[src/hw/rtl/ssc_pkg.sv]
package ssc_pkg;

  localparam int unsigned LANE_W       = 32;
  localparam int unsigned NUM_LANES    = 4;
  localparam int unsigned CODE_W       = 4;
  localparam int unsigned META_W       = 32;
  localparam int unsigned META_INDEX_W = 21;
  localparam int unsigned ROWS_W       = 13;
  localparam int unsigned COLS_W       = 13;
  localparam int unsigned MAG_W        = 31;
  localparam int unsigned SLOT_W       = 3;
  localparam int unsigned PADDR_W      = 4;
  localparam int unsigned PDATA_W      = 32;

  typedef enum logic [1:0] {
    ET_INT8 = 2'd0,
    ET_FP16 = 2'd1,
    ET_BF16 = 2'd2,
    ET_FP32 = 2'd3
  } elem_type_t;

  localparam logic [1:0] REG_ELEMENT_TYPE = 2'd0;
  localparam logic [1:0] REG_MATRIX_ROWS  = 2'd1;
  localparam logic [1:0] REG_MATRIX_COLS  = 2'd2;

  localparam logic [ROWS_W-1:0] ROWS_RESET = 13'd32;
  localparam logic [COLS_W-1:0] COLS_RESET = 13'd64;

  localparam logic [CODE_W-1:0] CODE_FP32_LANE0 = 4'd4;
  localparam logic [CODE_W-1:0] CODE_FP32_LANE1 = 4'd14;

  localparam logic [MAG_W-1:0] FP16_INF = 31'h0000_7C00;
  localparam logic [MAG_W-1:0] BF16_INF = 31'h0000_7F80;
  localparam logic [MAG_W-1:0] FP32_INF = 31'h7F80_0000;

  typedef struct packed {
    elem_type_t          element_type;
    logic [ROWS_W-1:0]   matrix_rows;
    logic [COLS_W-1:0]   matrix_cols;
  } cfg_t;

  typedef struct packed {
    logic [LANE_W-1:0] lane0;
    logic [LANE_W-1:0] lane1;
    logic [LANE_W-1:0] lane2;
    logic [LANE_W-1:0] lane3;
  } in_item_t;

  typedef struct packed {
    logic [LANE_W-1:0]       kept_first;
    logic [LANE_W-1:0]       kept_second;
    logic [CODE_W-1:0]       group_code;
    logic                    meta_ready;
    logic [META_W-1:0]       meta_word;
    logic [META_INDEX_W-1:0] meta_index;
  } out_item_t;

  typedef struct packed {
    logic                    ready;
    logic [META_W-1:0]       word;
    logic [META_INDEX_W-1:0] index;
  } meta_out_t;

endpackage

[src/hw/rtl/ssc_cfg.sv]
module ssc_cfg (
  input  logic                         clk,
  input  logic                         rst_n,
  input  logic                         psel,
  input  logic                         penable,
  input  logic                         pwrite,
  input  logic [ssc_pkg::PADDR_W-1:0]  paddr,
  input  logic [ssc_pkg::PDATA_W-1:0]  pwdata,
  output logic [ssc_pkg::PDATA_W-1:0]  prdata,
  output logic                         pready,
  output ssc_pkg::cfg_t                cfg
);

  ssc_pkg::cfg_t cfg_r;
  ssc_pkg::cfg_t cfg_nxt;
  logic          wr_en;
  logic [1:0]    reg_sel;

  assign pready  = 1'b1;
  assign wr_en   = psel && penable && pwrite;
  assign reg_sel = paddr[3:2];
  assign cfg     = cfg_r;

  always_comb begin
    cfg_nxt = cfg_r;
    if (wr_en) begin
      unique case (reg_sel)
        ssc_pkg::REG_ELEMENT_TYPE: begin
          cfg_nxt.element_type = ssc_pkg::elem_type_t'(pwdata[1:0]);
        end
        ssc_pkg::REG_MATRIX_ROWS: begin
          cfg_nxt.matrix_rows = pwdata[ssc_pkg::ROWS_W-1:0];
        end
        ssc_pkg::REG_MATRIX_COLS: begin
          cfg_nxt.matrix_cols = pwdata[ssc_pkg::COLS_W-1:0];
        end
        default: begin
          cfg_nxt = cfg_r;
        end
      endcase
    end
  end

  always_comb begin
    unique case (reg_sel)
      ssc_pkg::REG_ELEMENT_TYPE: begin
        prdata = {30'b0, cfg_r.element_type};
      end
      ssc_pkg::REG_MATRIX_ROWS: begin
        prdata = {19'b0, cfg_r.matrix_rows};
      end
      ssc_pkg::REG_MATRIX_COLS: begin
        prdata = {19'b0, cfg_r.matrix_cols};
      end
      default: begin
        prdata = '0;
      end
    endcase
  end

  always_ff @(posedge clk) begin
    if (!rst_n) begin
      cfg_r.element_type <= ssc_pkg::ET_INT8;
      cfg_r.matrix_rows  <= ssc_pkg::ROWS_RESET;
      cfg_r.matrix_cols  <= ssc_pkg::COLS_RESET;
    end else begin
      cfg_r <= cfg_nxt;
    end
  end

endmodule

[src/hw/rtl/ssc_select.sv]
module ssc_select (
  input  ssc_pkg::elem_type_t              element_type,
  input  ssc_pkg::in_item_t                item,
  output logic [ssc_pkg::LANE_W-1:0]       kept_first,
  output logic [ssc_pkg::LANE_W-1:0]       kept_second,
  output logic [ssc_pkg::CODE_W-1:0]       group_code
);

  logic [3:0][ssc_pkg::LANE_W-1:0] lane;
  logic [3:0][ssc_pkg::MAG_W-1:0]  mag;
  logic [3:0]                      nan;
  logic [ssc_pkg::LANE_W-1:0]      elem_mask;
  logic                            four;
  logic [1:0]                      sel0;
  logic [1:0]                      sel1;
  logic [1:0]                      lo;
  logic [1:0]                      hi;

  // Scan in lane order; a NaN best is never replaced.
  function automatic logic [1:0] pick(
    input logic [3:0][ssc_pkg::MAG_W-1:0] m,
    input logic [3:0]                     n,
    input logic [3:0]                     used,
    input logic                           all4
  );
    logic [1:0] best;
    logic       found;
    best  = 2'd0;
    found = 1'b0;
    for (int p = 0; p < 4; p++) begin
      if ((all4 || p < 2) && !used[p]) begin
        if (!found || (!n[best] && !n[p] && m[p] > m[best])) begin
          best  = 2'(p);
          found = 1'b1;
        end
      end
    end
    return best;
  endfunction

  always_comb begin
    unique case (element_type)
      ssc_pkg::ET_INT8: elem_mask = 32'h0000_00FF;
      ssc_pkg::ET_FP32: elem_mask = 32'hFFFF_FFFF;
      default:          elem_mask = 32'h0000_FFFF;
    endcase
  end

  assign lane[0] = item.lane0 & elem_mask;
  assign lane[1] = item.lane1 & elem_mask;
  assign lane[2] = item.lane2 & elem_mask;
  assign lane[3] = item.lane3 & elem_mask;

  always_comb begin
    for (int p = 0; p < 4; p++) begin
      unique case (element_type)
        ssc_pkg::ET_INT8: begin
          mag[p] = lane[p][7] ? 31'(9'h100 - {1'b0, lane[p][7:0]})
                              : 31'(lane[p][7:0]);
          nan[p] = 1'b0;
        end
        ssc_pkg::ET_FP16: begin
          mag[p] = 31'(lane[p][14:0]);
          nan[p] = mag[p] > ssc_pkg::FP16_INF;
        end
        ssc_pkg::ET_BF16: begin
          mag[p] = 31'(lane[p][14:0]);
          nan[p] = mag[p] > ssc_pkg::BF16_INF;
        end
        default: begin
          mag[p] = lane[p][30:0];
          nan[p] = mag[p] > ssc_pkg::FP32_INF;
        end
      endcase
    end
  end

  assign four = (element_type != ssc_pkg::ET_FP32);
  assign sel0 = pick(mag, nan, 4'b0000, four);
  assign sel1 = pick(mag, nan, 4'b0001 << sel0, four);
  assign lo   = (sel0 > sel1) ? sel1 : sel0;
  assign hi   = (sel0 > sel1) ? sel0 : sel1;

  always_comb begin
    if (four) begin
      kept_first  = lane[lo];
      kept_second = lane[hi];
      group_code  = {hi, lo};
    end else begin
      kept_first  = lane[sel0];
      kept_second = '0;
      group_code  = (sel0 == 2'd0) ? ssc_pkg::CODE_FP32_LANE0 : ssc_pkg::CODE_FP32_LANE1;
    end
  end

endmodule

[src/hw/rtl/ssc_meta.sv]
module ssc_meta #(
  parameter int unsigned MAX_ROWS = 4096,
  parameter int unsigned MAX_COLS = 4096
) (
  input  logic                        clk,
  input  logic                        rst_n,
  input  ssc_pkg::cfg_t               cfg,
  input  logic                        step,
  input  logic [ssc_pkg::CODE_W-1:0]  code,
  output ssc_pkg::meta_out_t          meta
);

  localparam int unsigned RC_W = $clog2(MAX_ROWS);
  localparam int unsigned GC_W = $clog2(MAX_COLS / 8);
  localparam int unsigned IW   = ssc_pkg::META_INDEX_W;

  logic [RC_W-1:0]                row_r, row_nxt;
  logic [GC_W-1:0]                col_r, col_nxt;
  logic [ssc_pkg::SLOT_W-1:0]     slot_r, slot_nxt;
  logic [ssc_pkg::META_W-1:0]     acc_r, acc_nxt;

  logic                           int8;
  logic [ssc_pkg::ROWS_W-1:0]     rows_eff;
  logic [ssc_pkg::COLS_W-1:0]     cols_eff;
  logic [ssc_pkg::COLS_W-1:0]     mcols_raw;
  logic [ssc_pkg::COLS_W-1:0]     mcols;
  logic [ssc_pkg::META_W-1:0]     acc_with;
  logic [3:0]                     slot_inc;
  logic [3:0]                     gpm;
  logic                           word_done;
  logic [IW-1:0]                  row_ext;
  logic [IW-1:0]                  col_ext;
  logic [IW-1:0]                  dr;
  logic [IW-1:0]                  idx_linear;
  logic [IW-1:0]                  idx_inter;
  logic [IW-1:0]                  col_rows;
  logic                           interleave;

  assign int8 = (cfg.element_type == ssc_pkg::ET_INT8);

  always_comb begin
    if (cfg.matrix_rows == '0) begin
      rows_eff = 13'd1;
    end else if (32'(cfg.matrix_rows) > MAX_ROWS) begin
      rows_eff = ssc_pkg::ROWS_W'(MAX_ROWS);
    end else begin
      rows_eff = cfg.matrix_rows;
    end
    cols_eff = (32'(cfg.matrix_cols) > MAX_COLS) ? ssc_pkg::COLS_W'(MAX_COLS)
                                                 : cfg.matrix_cols;
  end

  // Group size times groups per word: 32 int8, 16 half types, 8 fp32.
  always_comb begin
    unique case (cfg.element_type)
      ssc_pkg::ET_INT8: mcols_raw = cols_eff >> 5;
      ssc_pkg::ET_FP32: mcols_raw = cols_eff >> 3;
      default:          mcols_raw = cols_eff >> 4;
    endcase
    mcols = (mcols_raw == '0) ? 13'd1 : mcols_raw;
  end

  assign acc_with  = acc_r | (32'(code) << {slot_r, 2'b00});
  assign slot_inc  = {1'b0, slot_r} + 4'd1;
  assign gpm       = int8 ? 4'd8 : 4'd4;
  assign word_done = (slot_inc >= gpm);

  assign row_ext = IW'(row_r);
  assign col_ext = IW'(col_r);

  always_comb begin
    if (int8) begin
      dr = {row_ext[IW-1:4], row_ext[2:0], row_ext[3]};
    end else begin
      dr = {row_ext[IW-1:5], row_ext[2:0], row_ext[4:3]};
    end
  end

  assign interleave = (int8 ? (rows_eff[3:0] == '0) : (rows_eff[4:0] == '0))
                      && !mcols[0];
  assign idx_linear = IW'(row_ext * mcols) + col_ext;
  assign col_rows   = IW'(col_ext[IW-1:1] * rows_eff);
  // Odd/even row pairs swap with odd/even column pairs.
  assign idx_inter  = {col_rows[IW-2:0], 1'b0} + {dr[IW-2:1], col_ext[0], dr[0]};

  always_comb begin
    meta.ready = word_done;
    meta.word  = '0;
    meta.index = '0;
    if (word_done) begin
      meta.word  = int8 ? acc_with : {16'b0, acc_with[15:0]};
      meta.index = interleave ? idx_inter : idx_linear;
    end
  end

  always_comb begin
    row_nxt  = row_r;
    col_nxt  = col_r;
    slot_nxt = slot_r;
    acc_nxt  = acc_r;
    if (step) begin
      if (word_done) begin
        acc_nxt  = '0;
        slot_nxt = '0;
        if (IW'(col_ext + 1'b1) >= IW'(mcols)) begin
          col_nxt = '0;
          if (IW'(row_ext + 1'b1) >= IW'(rows_eff)) begin
            row_nxt = '0;
          end else begin
            row_nxt = row_r + 1'b1;
          end
        end else begin
          col_nxt = col_r + 1'b1;
        end
      end else begin
        acc_nxt  = acc_with;
        slot_nxt = slot_inc[ssc_pkg::SLOT_W-1:0];
      end
    end
  end

  always_ff @(posedge clk) begin
    if (!rst_n) begin
      row_r  <= '0;
      col_r  <= '0;
      slot_r <= '0;
      acc_r  <= '0;
    end else begin
      row_r  <= row_nxt;
      col_r  <= col_nxt;
      slot_r <= slot_nxt;
      acc_r  <= acc_nxt;
    end
  end

  // Nothing is packed at or above the current slot.
  assert property (@(posedge clk) disable iff (!rst_n)
    (acc_r >> {slot_r, 2'b00}) == '0)
    else $error("metadata accumulator holds bits beyond current slot");

endmodule

[src/hw/rtl/structured_sparse_compressor.sv]
// Each input passes through the input register, then the result register, before its result
// can be transferred; out_valid rises once the result register is loaded.
// Throughput: one group per cycle while out_ready is high; with out_ready low the
// two registers fill after two groups and in_ready drops until out_ready returns.
// Reset (rst_n low, synchronous): pipeline empty, counters and metadata
// accumulator zero, element_type int8, matrix_rows 32, matrix_cols 64.
module structured_sparse_compressor #(
  parameter int unsigned MAX_ROWS = 4096,
  parameter int unsigned MAX_COLS = 4096
) (
  input  logic                         clk,
  input  logic                         rst_n,
  input  logic                         in_valid,
  output logic                         in_ready,
  input  ssc_pkg::in_item_t            in_data,
  output logic                         out_valid,
  input  logic                         out_ready,
  output ssc_pkg::out_item_t           out_payload,
  input  logic                         psel,
  input  logic                         penable,
  input  logic                         pwrite,
  input  logic [ssc_pkg::PADDR_W-1:0]  paddr,
  input  logic [ssc_pkg::PDATA_W-1:0]  pwdata,
  output logic [ssc_pkg::PDATA_W-1:0]  prdata,
  output logic                         pready
);

  ssc_pkg::cfg_t             cfg;
  logic                      s1_valid_r, s1_valid_nxt;
  ssc_pkg::in_item_t         s1_data_r;
  logic                      out_valid_r, out_valid_nxt;
  ssc_pkg::out_item_t        out_payload_r;
  ssc_pkg::out_item_t        result;
  ssc_pkg::meta_out_t        meta;
  logic                      advance;
  logic                      in_xfer;
  logic [ssc_pkg::LANE_W-1:0] kept_first;
  logic [ssc_pkg::LANE_W-1:0] kept_second;
  logic [ssc_pkg::CODE_W-1:0] group_code;

  ssc_cfg u_cfg (
    .clk     (clk),
    .rst_n   (rst_n),
    .psel    (psel),
    .penable (penable),
    .pwrite  (pwrite),
    .paddr   (paddr),
    .pwdata  (pwdata),
    .prdata  (prdata),
    .pready  (pready),
    .cfg     (cfg)
  );

  ssc_select u_select (
    .element_type (cfg.element_type),
    .item         (s1_data_r),
    .kept_first   (kept_first),
    .kept_second  (kept_second),
    .group_code   (group_code)
  );

  ssc_meta #(
    .MAX_ROWS (MAX_ROWS),
    .MAX_COLS (MAX_COLS)
  ) u_meta (
    .clk   (clk),
    .rst_n (rst_n),
    .cfg   (cfg),
    .step  (advance),
    .code  (group_code),
    .meta  (meta)
  );

  assign advance  = s1_valid_r && (!out_valid_r || out_ready);
  assign in_ready = !s1_valid_r || advance;
  assign in_xfer  = in_valid && in_ready;

  always_comb begin
    result.kept_first  = kept_first;
    result.kept_second = kept_second;
    result.group_code  = group_code;
    result.meta_ready  = meta.ready;
    result.meta_word   = meta.word;
    result.meta_index  = meta.index;
  end

  always_comb begin
    s1_valid_nxt = s1_valid_r;
    if (in_xfer) begin
      s1_valid_nxt = 1'b1;
    end else if (advance) begin
      s1_valid_nxt = 1'b0;
    end
    out_valid_nxt = out_valid_r;
    if (advance) begin
      out_valid_nxt = 1'b1;
    end else if (out_ready) begin
      out_valid_nxt = 1'b0;
    end
  end

  always_ff @(posedge clk) begin
    if (!rst_n) begin
      s1_valid_r  <= 1'b0;
      out_valid_r <= 1'b0;
    end else begin
      s1_valid_r  <= s1_valid_nxt;
      out_valid_r <= out_valid_nxt;
    end
  end

  always_ff @(posedge clk) begin
    if (in_xfer) begin
      s1_data_r <= in_data;
    end
    if (advance) begin
      out_payload_r <= result;
    end
  end

  assign out_valid   = out_valid_r;
  assign out_payload = out_payload_r;

  assert property (@(posedge clk) disable iff (!rst_n)
    out_valid && !out_payload.meta_ready |->
      out_payload.meta_word == '0 && out_payload.meta_index == '0)
    else $error("metadata word or index set without a completed word");

  assert property (@(posedge clk) disable iff (!rst_n)
    advance |=> out_valid_r)
    else $error("result register not loaded after stage advance");

  assert property (@(posedge clk) disable iff (!rst_n)
    !s1_valid_r |-> in_ready)
    else $error("input stalled while input register is empty");

endmodule
[config.mk]
export PLATFORM = sky130hd
export DESIGN_NAME = structured_sparse_compressor
export DESIGN_NICKNAME = d
export VERILOG_FILES = /design/src/hw/rtl/ssc_pkg.sv /design/src/hw/rtl/ssc_cfg.sv /design/src/hw/rtl/ssc_select.sv /design/src/hw/rtl/ssc_meta.sv /design/src/hw/rtl/structured_sparse_compressor.sv
export SDC_FILE = /design/constraint.sdc
export NUM_CORES = 1
export LEC_CHECK = 0
export BUFFER_PORTS_ARGS = -buffer_cell sky130_fd_sc_hd__clkbuf_2
export CELL_PAD_IN_SITES_DETAIL_PLACEMENT = 0
export CELL_PAD_IN_SITES_GLOBAL_PLACEMENT = 1
export CORE_MARGIN = 5
export CORE_UTILIZATION = 43
export CTS_BUF_LIST = sky130_fd_sc_hd__clkbuf_2 sky130_fd_sc_hd__clkbuf_4 sky130_fd_sc_hd__clkbuf_8
export DETAILED_ROUTE_END_ITERATION = 10
export PLACE_DENSITY = 0.83
export SYNTH_ARGS = -nofsm -noshare
export SYNTH_HDL_FRONTEND = slang
export SYNTH_SLANG_ARGS = --single-unit
[constraint.sdc]
create_clock -name clk -period 13.64 [get_ports clk]
set_input_delay 2.728 -clock clk [delete_from_list [all_inputs] [get_ports clk]]
set_output_delay 2.728 -clock clk [all_outputs]
set_load 0.01 [all_outputs]
==> results_dict.tcl, run 1 <==
set metrics [dict create \
    fin_setup_tns_ns -1.04 \
    slowest_stage "edfxtp_1" \
    first_global_vias 26842 \
    grt_max_degree 81 \
    leakage_nw 17.8 \
    critPathKind "register to register" \
    grt_first_pass_wirelength_um 158000 \
    globalplace.congestion 0.999 \
    route.vias.total 28149 \
    r2r_end "out_payload[112]" \
    drive_gt1_frac 0.291 \
    cts_buffers 61 \
    synthesis.area_um2 30200 \
    rsz0062_at_grt "true" \
    drtIter0Drc 2514 \
    ys_top_cells_by_area "edfxtp_1 (25%), ha_1 (13%), fa_1 (10%), dfxtp_1 (5.7%), a21oi_1 (4.4%)" \
    grt.busiest_layer "met2" \
    wl_um 107000 \
    globalRouteMet2Util 0.422 \
    drc 0 \
    cts_tree "done" \
    synth_common_cells "nand2_1 (354), ha_1 (307), a21oi_1 (266)" \
    worstPathArrival_ns 14.22 \
    hp-class "register to register" \
    ant_nets 0 \
    die_y_um 275 \
    crit_path_start_kind "register" \
    yosysSeqAreaShare 0.306 \
    wire_per_inst_um 21.7 \
    setup_viol 27 \
    finalMaxSlewViolations 0 \
    cap_violations 0 \
    ys_ff_latch 336 \
    yosysWarnings 0 \
    fmax_mhz 72.7 \
    gr-usage-met1 0.373 \
    clock_latency_ns 0.73 \
    synth.distinct_cells 82 \
    root_buffer "clkbuf_8" \
    fin_worst_skew_ns 0.0498 \
    violations "negative setup slack" \
    port_buffers 286 \
    gr-total-overflow 0 \
    p_per_area_nw_per_um2 183 \
    die_w_um 275 \
    tightest_slew_ns 1.21 \
    die_area_um2 75500 \
    hold_path_startpoint "u_meta.acc_r[26]" \
    h-tree-depth 2 \
    io_pins 328 \
    r2r.worst_path.cells 70 \
    fin_area_um2 38900 \
    initial_utilization 0.432 \
    required_ns 14.11 \
    dr.pass1.iters 9 \
    rows 97 \
    r2r_slack_ns -0.11 \
    hold_end "u_meta.acc_r[26]" \
    synth_top_cell_area_share 0.249 \
    yosys.area.top_type "edfxtp_1" \
    crit_path_max_incr_delay_ns 0.51 \
    status "finished with violations" \
    ir_worst_vdd_uv 279 \
    grt_use_total 0.269 \
    r2r_start "s1_data_r[97]" \
    viasPerCell 5.73 \
    hold_buffers 0 \
    path_clk_slew_ns 0.06 \
    yosysMostFrequentCell "nand2_1" \
    coreArea_um2 69800 \
    synthCells 3305 \
    area_delta_synth_final_pct 28.9 \
    clockBufferDepth 3 \
    finalCritPeriodShare 1.01 \
    critPathMaxFanout 8 \
    ys.flop_type "edfxtp_1" \
    nNetsFinal 4546 \
    hpwl_um 79500 \
    hold_viol_final 0 \
    grtUsageMet3 0.0556 \
    period_needed_ns 13.75 \
    synthArstFlopShare 0 \
    clock_sinks 336 \
    placed_cell_area_um2 35100 \
    synth_edf_count 250 \
    setup_ws_ns -0.108 \
    holdPathStages 2 \
    syn_area_per_cell_um2 9.13 \
    cpMostUsedCell "buf_4" \
    relSlewSlack 0.190 \
    antenna_found_initial 14 \
    total_power_mw 7.10 \
    endpoint_kind "register" \
]
-- worst max-delay path by stage --
stage	to	cells after the start	start	slack (ns)
final	out_payload[112]	70	s1_data_r[97]	-0.11
after detailed placement	out_payload[96]	66	s1_data_r[65]	-1.32
after CTS	out_payload[92]	75	s1_data_r[97]	0.0006
after global routing	out_payload[121]	76	u_cfg.cfg[27]	-0.43
after global placement	out_payload[96]	65	u_cfg.cfg[26]	-1.29
after floorplan	out_payload[96]	69	u_cfg.cfg[26]	-0.0009
-- power by group --
part / internal [mW] / switching [mW]
logic: 2.46 / 2.20
clock network: 0.627 / 0.490
registers: 1.24 / 0.0808
total: 4.32 / 2.77
-- layout make-up --
type	count	area (um^2)
inverters	264	1000
repair buffers	747	5440
clock buffers	90	1110
fillers	6217	30900
diodes	7	17.5
clock inverters	26	302
well taps	940	1180
flip-flops and latches	336	9230
multi-input cells	2506	20600
-- stage by stage --
step	hold slack, ns	worst slack [ns]	utilization	instances
floorplan	0.432	-0.000924	-	3323
global placement	0.441	-1.29	0.502	4720
detailed placement	0.446	-1.32	0.502	4720
CTS	0.456	0.000555	0.537	4873
global route	0.480	-0.434	0.557	4910
finish	0.455	-0.108	0.557	4916
-- metal layers --
metal,vias to the layer above,routed length (um)
li1,12939,-
met1,13630,44600
met2,1305,47300
met3,263,10200
met4,12,4430
met5,-,81
-- cells in the final DEF (no fill, tap or decap), drive strengths merged, types with 12 or more instances in the layout --
| master | instances |
|---|---|
| a31oi | 46 |
| nor2b | 44 |
| nor4 | 29 |
| nand2 | 354 |
| and2 | 97 |
| a21boi | 31 |
| ha | 307 |
| o211ai | 15 |
| o21ai | 158 |
| clkinv | 15 |
| inv | 266 |
| mux2 | 39 |
| a221oi | 12 |
| nand4 | 43 |
| o22ai | 33 |
| xnor2 | 48 |
| clkbuf | 380 |
| xor2 | 22 |
| nor3 | 43 |
| mux4 | 18 |
| mux2i | 99 |
| o21a | 33 |
| edfxtp | 250 |
| or3 | 14 |
| fa | 152 |
| dfxtp | 86 |
| nand3 | 52 |
| conb | 20 |
| a21o | 23 |
| a21oi | 267 |
| nand2b | 18 |
| o31ai | 12 |
| nor2 | 245 |
| and3 | 74 |
| a22o | 19 |
| a211oi | 28 |
| buf | 457 |
-- registers in the layout, summed over array words and instances (netlist names) --
| signal | flops |
|---|---|
| out_payload | 122 |
| u_cfg.cfg | 28 |
| out_valid | 1 |
| u_meta.slot_r | 3 |
| u_meta.acc_r | 32 |
| s1_valid_r | 1 |
| s1_data_r | 128 |
| u_meta.row_r | 12 |
| u_meta.col_r | 9 |
-- cells by family after synthesis --
group | Yosys count | share of synthesized area
and+or+nand+nor | 1055 | 0.168
AOI/OAI and AO/OA | 746 | 0.153
buffers and inverters | 481 | 0.0641
adders and majority gates | 459 | 0.228
DFF | 336 | 0.306
muxes | 156 | 0.0609
xor gates and xnor gates | 70 | 0.0203
other | 2 | 0.000249
-- critical path: cells and delay by family (launching register included) --
family | cells | cell delay, ns
buffers and inverters | 17 | 2.47
flip-flops | 1 | 0.51
AO/OA/AOI/OAI | 28 | 5.49
AND/OR/NAND/NOR | 15 | 2.43
XOR/XNOR | 1 | 0.17
adder cells (fa/ha/maj) | 6 | 1.52
multiplexers | 3 | 0.86
-- repair_timing --
item	in CTS	in global routing
cloned	3	5
pin swaps	55	115
resized for setup	163	229
endpoints found under the setup margin	132	132
buffers inserted	34	38
Note: power is estimated with default switching activity, not from simulation.
==> inputs of run 2 (changes only) <==
BUFFER_PORTS_ARGS = unset   (was -buffer_cell sky130_fd_sc_hd__clkbuf_2)
CORE_UTILIZATION = 47   (was 43)
DONT_BUFFER_PORTS = 1   (was unset)
==> run 2 against run 1 <==
Net effect: the run still ends with negative setup slack left; clock-buffer cell count fell by 17; die area fell by 8.2%; first-iteration DRC count fell by 4.1%; cell area fell by 1.6%; register-to-register slack got worse by 0.12 ns; fmax fell by 0.83%; flip-flop and latch count did not move; clock power barely moved; hold slack improved by 0.0063 ns; sequential power barely moved; clock skew fell by 0.021 ns.
==> results_dict.tcl, run 2 (same netlist as run 1, synthesis figures left out) <==
set metrics [dict create \
    drtIter0Drc 2411 \
    gr-total-overflow 0 \
    power.share.combinational 0.703 \
    path_clk_slew_ns 0.06 \
    hold_viol_final 0 \
    grt_max_degree 72 \
    relSlewSlack 0.259 \
    multi_input_area_um2 21000 \
    first_global_vias 27057 \
    clock_sinks 336 \
    wl_um 114000 \
    pwr-share-clk 0.133 \
    route.vias.total 27469 \
    nNetsFinal 4293 \
    finalCritPeriodShare 1.02 \
    area_delta_synth_final_pct 26.9 \
    die_w_um 263 \
    io_pins 328 \
    critPathMaxFanout 8 \
    root_buffer "clkbuf_8" \
    finalMaxSlewViolations 0 \
    required_ns 14.04 \
    rows 92 \
    setup_viol 80 \
    wire_per_inst_um 24.9 \
    endpoint_kind "register" \
    status "finished with violations" \
    n_fill_cell 5419 \
    antenna_found_initial 14 \
    critPathKind "register to register" \
    die_area_um2 69300 \
    violations "negative setup slack" \
    top_register "s1_data_r" \
    drc 0 \
    slowest_stage "a2111oi_4" \
    hpwl_um 85200 \
    globalplace.congestion 0.996 \
    clockBufferDepth 3 \
    ir_worst_vdd_uv 314 \
    viasPerCell 6.02 \
    fmax_mhz 72.1 \
    crit_path_max_incr_delay_ns 0.56 \
    seqCellArea_um2 9230 \
    die_y_um 263 \
    grt_first_pass_wirelength_um 166000 \
    initial_utilization 0.476 \
    switching_share 0.398 \
    tightest_slew_ns 1.10 \
    ant_nets 0 \
    port_buffers 0 \
    leakage_nw 16.9 \
    crit_path_start_kind "register" \
    hp-class "register to register" \
    p_sw_mw 3.27 \
    final_cell_mix "buf_4 (409), nand2_1 (347), ha_1 (278)" \
    final_cells 4560 \
    setup_ws_ns -0.223 \
    largest_reg_flops 128 \
    layout_commonest_cell "buf_4" \
    dr.pass1.iters 5 \
    cts_buffers 58 \
    cap_violations 0 \
    h-tree-depth 2 \
    drive_gt1_frac 0.259 \
    rsz0062_at_grt "true" \
    grt_use_total 0.306 \
    worstPathArrival_ns 14.27 \
    post-place-cells 4384 \
    post-route-util 0.604 \
    fin_worst_skew_ns 0.0290 \
    hold_buffers 0 \
    seqPwrFrac 0.163 \
    p_per_area_nw_per_um2 215 \
    p_int_mw 4.96 \
    clock_latency_ns 0.68 \
    coreArea_um2 63300 \
    period_needed_ns 13.86 \
    cpMostUsedCell "buf_4" \
    cts_tree "done" \
]
## run 2: power by group through the flow
stage	registers [mW]	clock network [mW]	logic, mW
3_5_place_dp	1.36	0	3.34
5_1_grt	1.35	1.16	5.95
4_1_cts	1.34	1.13	3.92
3_3_place_gp	1.36	0	3.30
2_1_floorplan	1.32	0	2.09
6_report	1.34	1.10	5.79
## run 2: critical path, delay by kind of cell, from the launching register on
family	cells	cell delay, ns
adder cells (fa/ha/maj)	7	1.81
AO/OA/AOI/OAI	27	5.22
XOR/XNOR	1	0.15
buffers and inverters	18	2.59
AND/OR/NAND/NOR	13	2.25
flip-flops	1	0.43
multiplexers	3	1.08
## run 2: timing repair
item	CTS	global route
setup endpoints to repair	132	119
setup buffers	15	42
gates resized for setup	189	342
pin swaps	71	114
gates cloned	5	12
## run 2: routing by layer
layer,vias to the layer above,GRT usage,part of all wire
li1,12425,-,-
met1,13539,0.418,0.42
met2,1269,0.500,0.46
met3,230,0.0574,0.085
met4,6,0.0928,0.035
met5,-,0,0.00036
## run 2: worst paths after layout
kind	startpoint	end	slack [ns]	cells after the start
worst max register to register	s1_data_r[65]	out_payload[108]	-0.22	69
worst min register to register	u_meta.acc_r[2]	u_meta.acc_r[2]	0.46	2
worst min-delay path	u_meta.acc_r[2]	u_meta.acc_r[2]	0.46	2
worst max-delay path	s1_data_r[65]	out_payload[108]	-0.22	69
## run 2: final cells by class
class,instances,share of cell area
clock inverter,32,0.0109
timing repair buffer,497,0.121
inverter,264,0.0262
clock buffer,73,0.0249
sequential,336,0.241
antenna,6,0.000392
multi-input combinational,2506,0.548
tap,846,0.0277
## run 2: per-stage QoR
| stage | power, mW | setup TNS [ns] | setup WS [ns] | area (um^2) | hold WS [ns] |
|---|---|---|---|---|---|
| after floorplan | 3.41 | -0.00175 | -0.000924 | 30300 | 0.432 |
| after global placement | 4.66 | -193.52 | -1.79 | 33900 | 0.441 |
| after detailed placement | 4.71 | -213.07 | -1.92 | 33900 | 0.452 |
| after CTS | 6.39 | -0.00655 | -0.00596 | 36400 | 0.460 |
| after global routing | 8.46 | -35.26 | -0.500 | 38300 | 0.494 |
| final | 8.24 | -8.40 | -0.223 | 38300 | 0.462 |
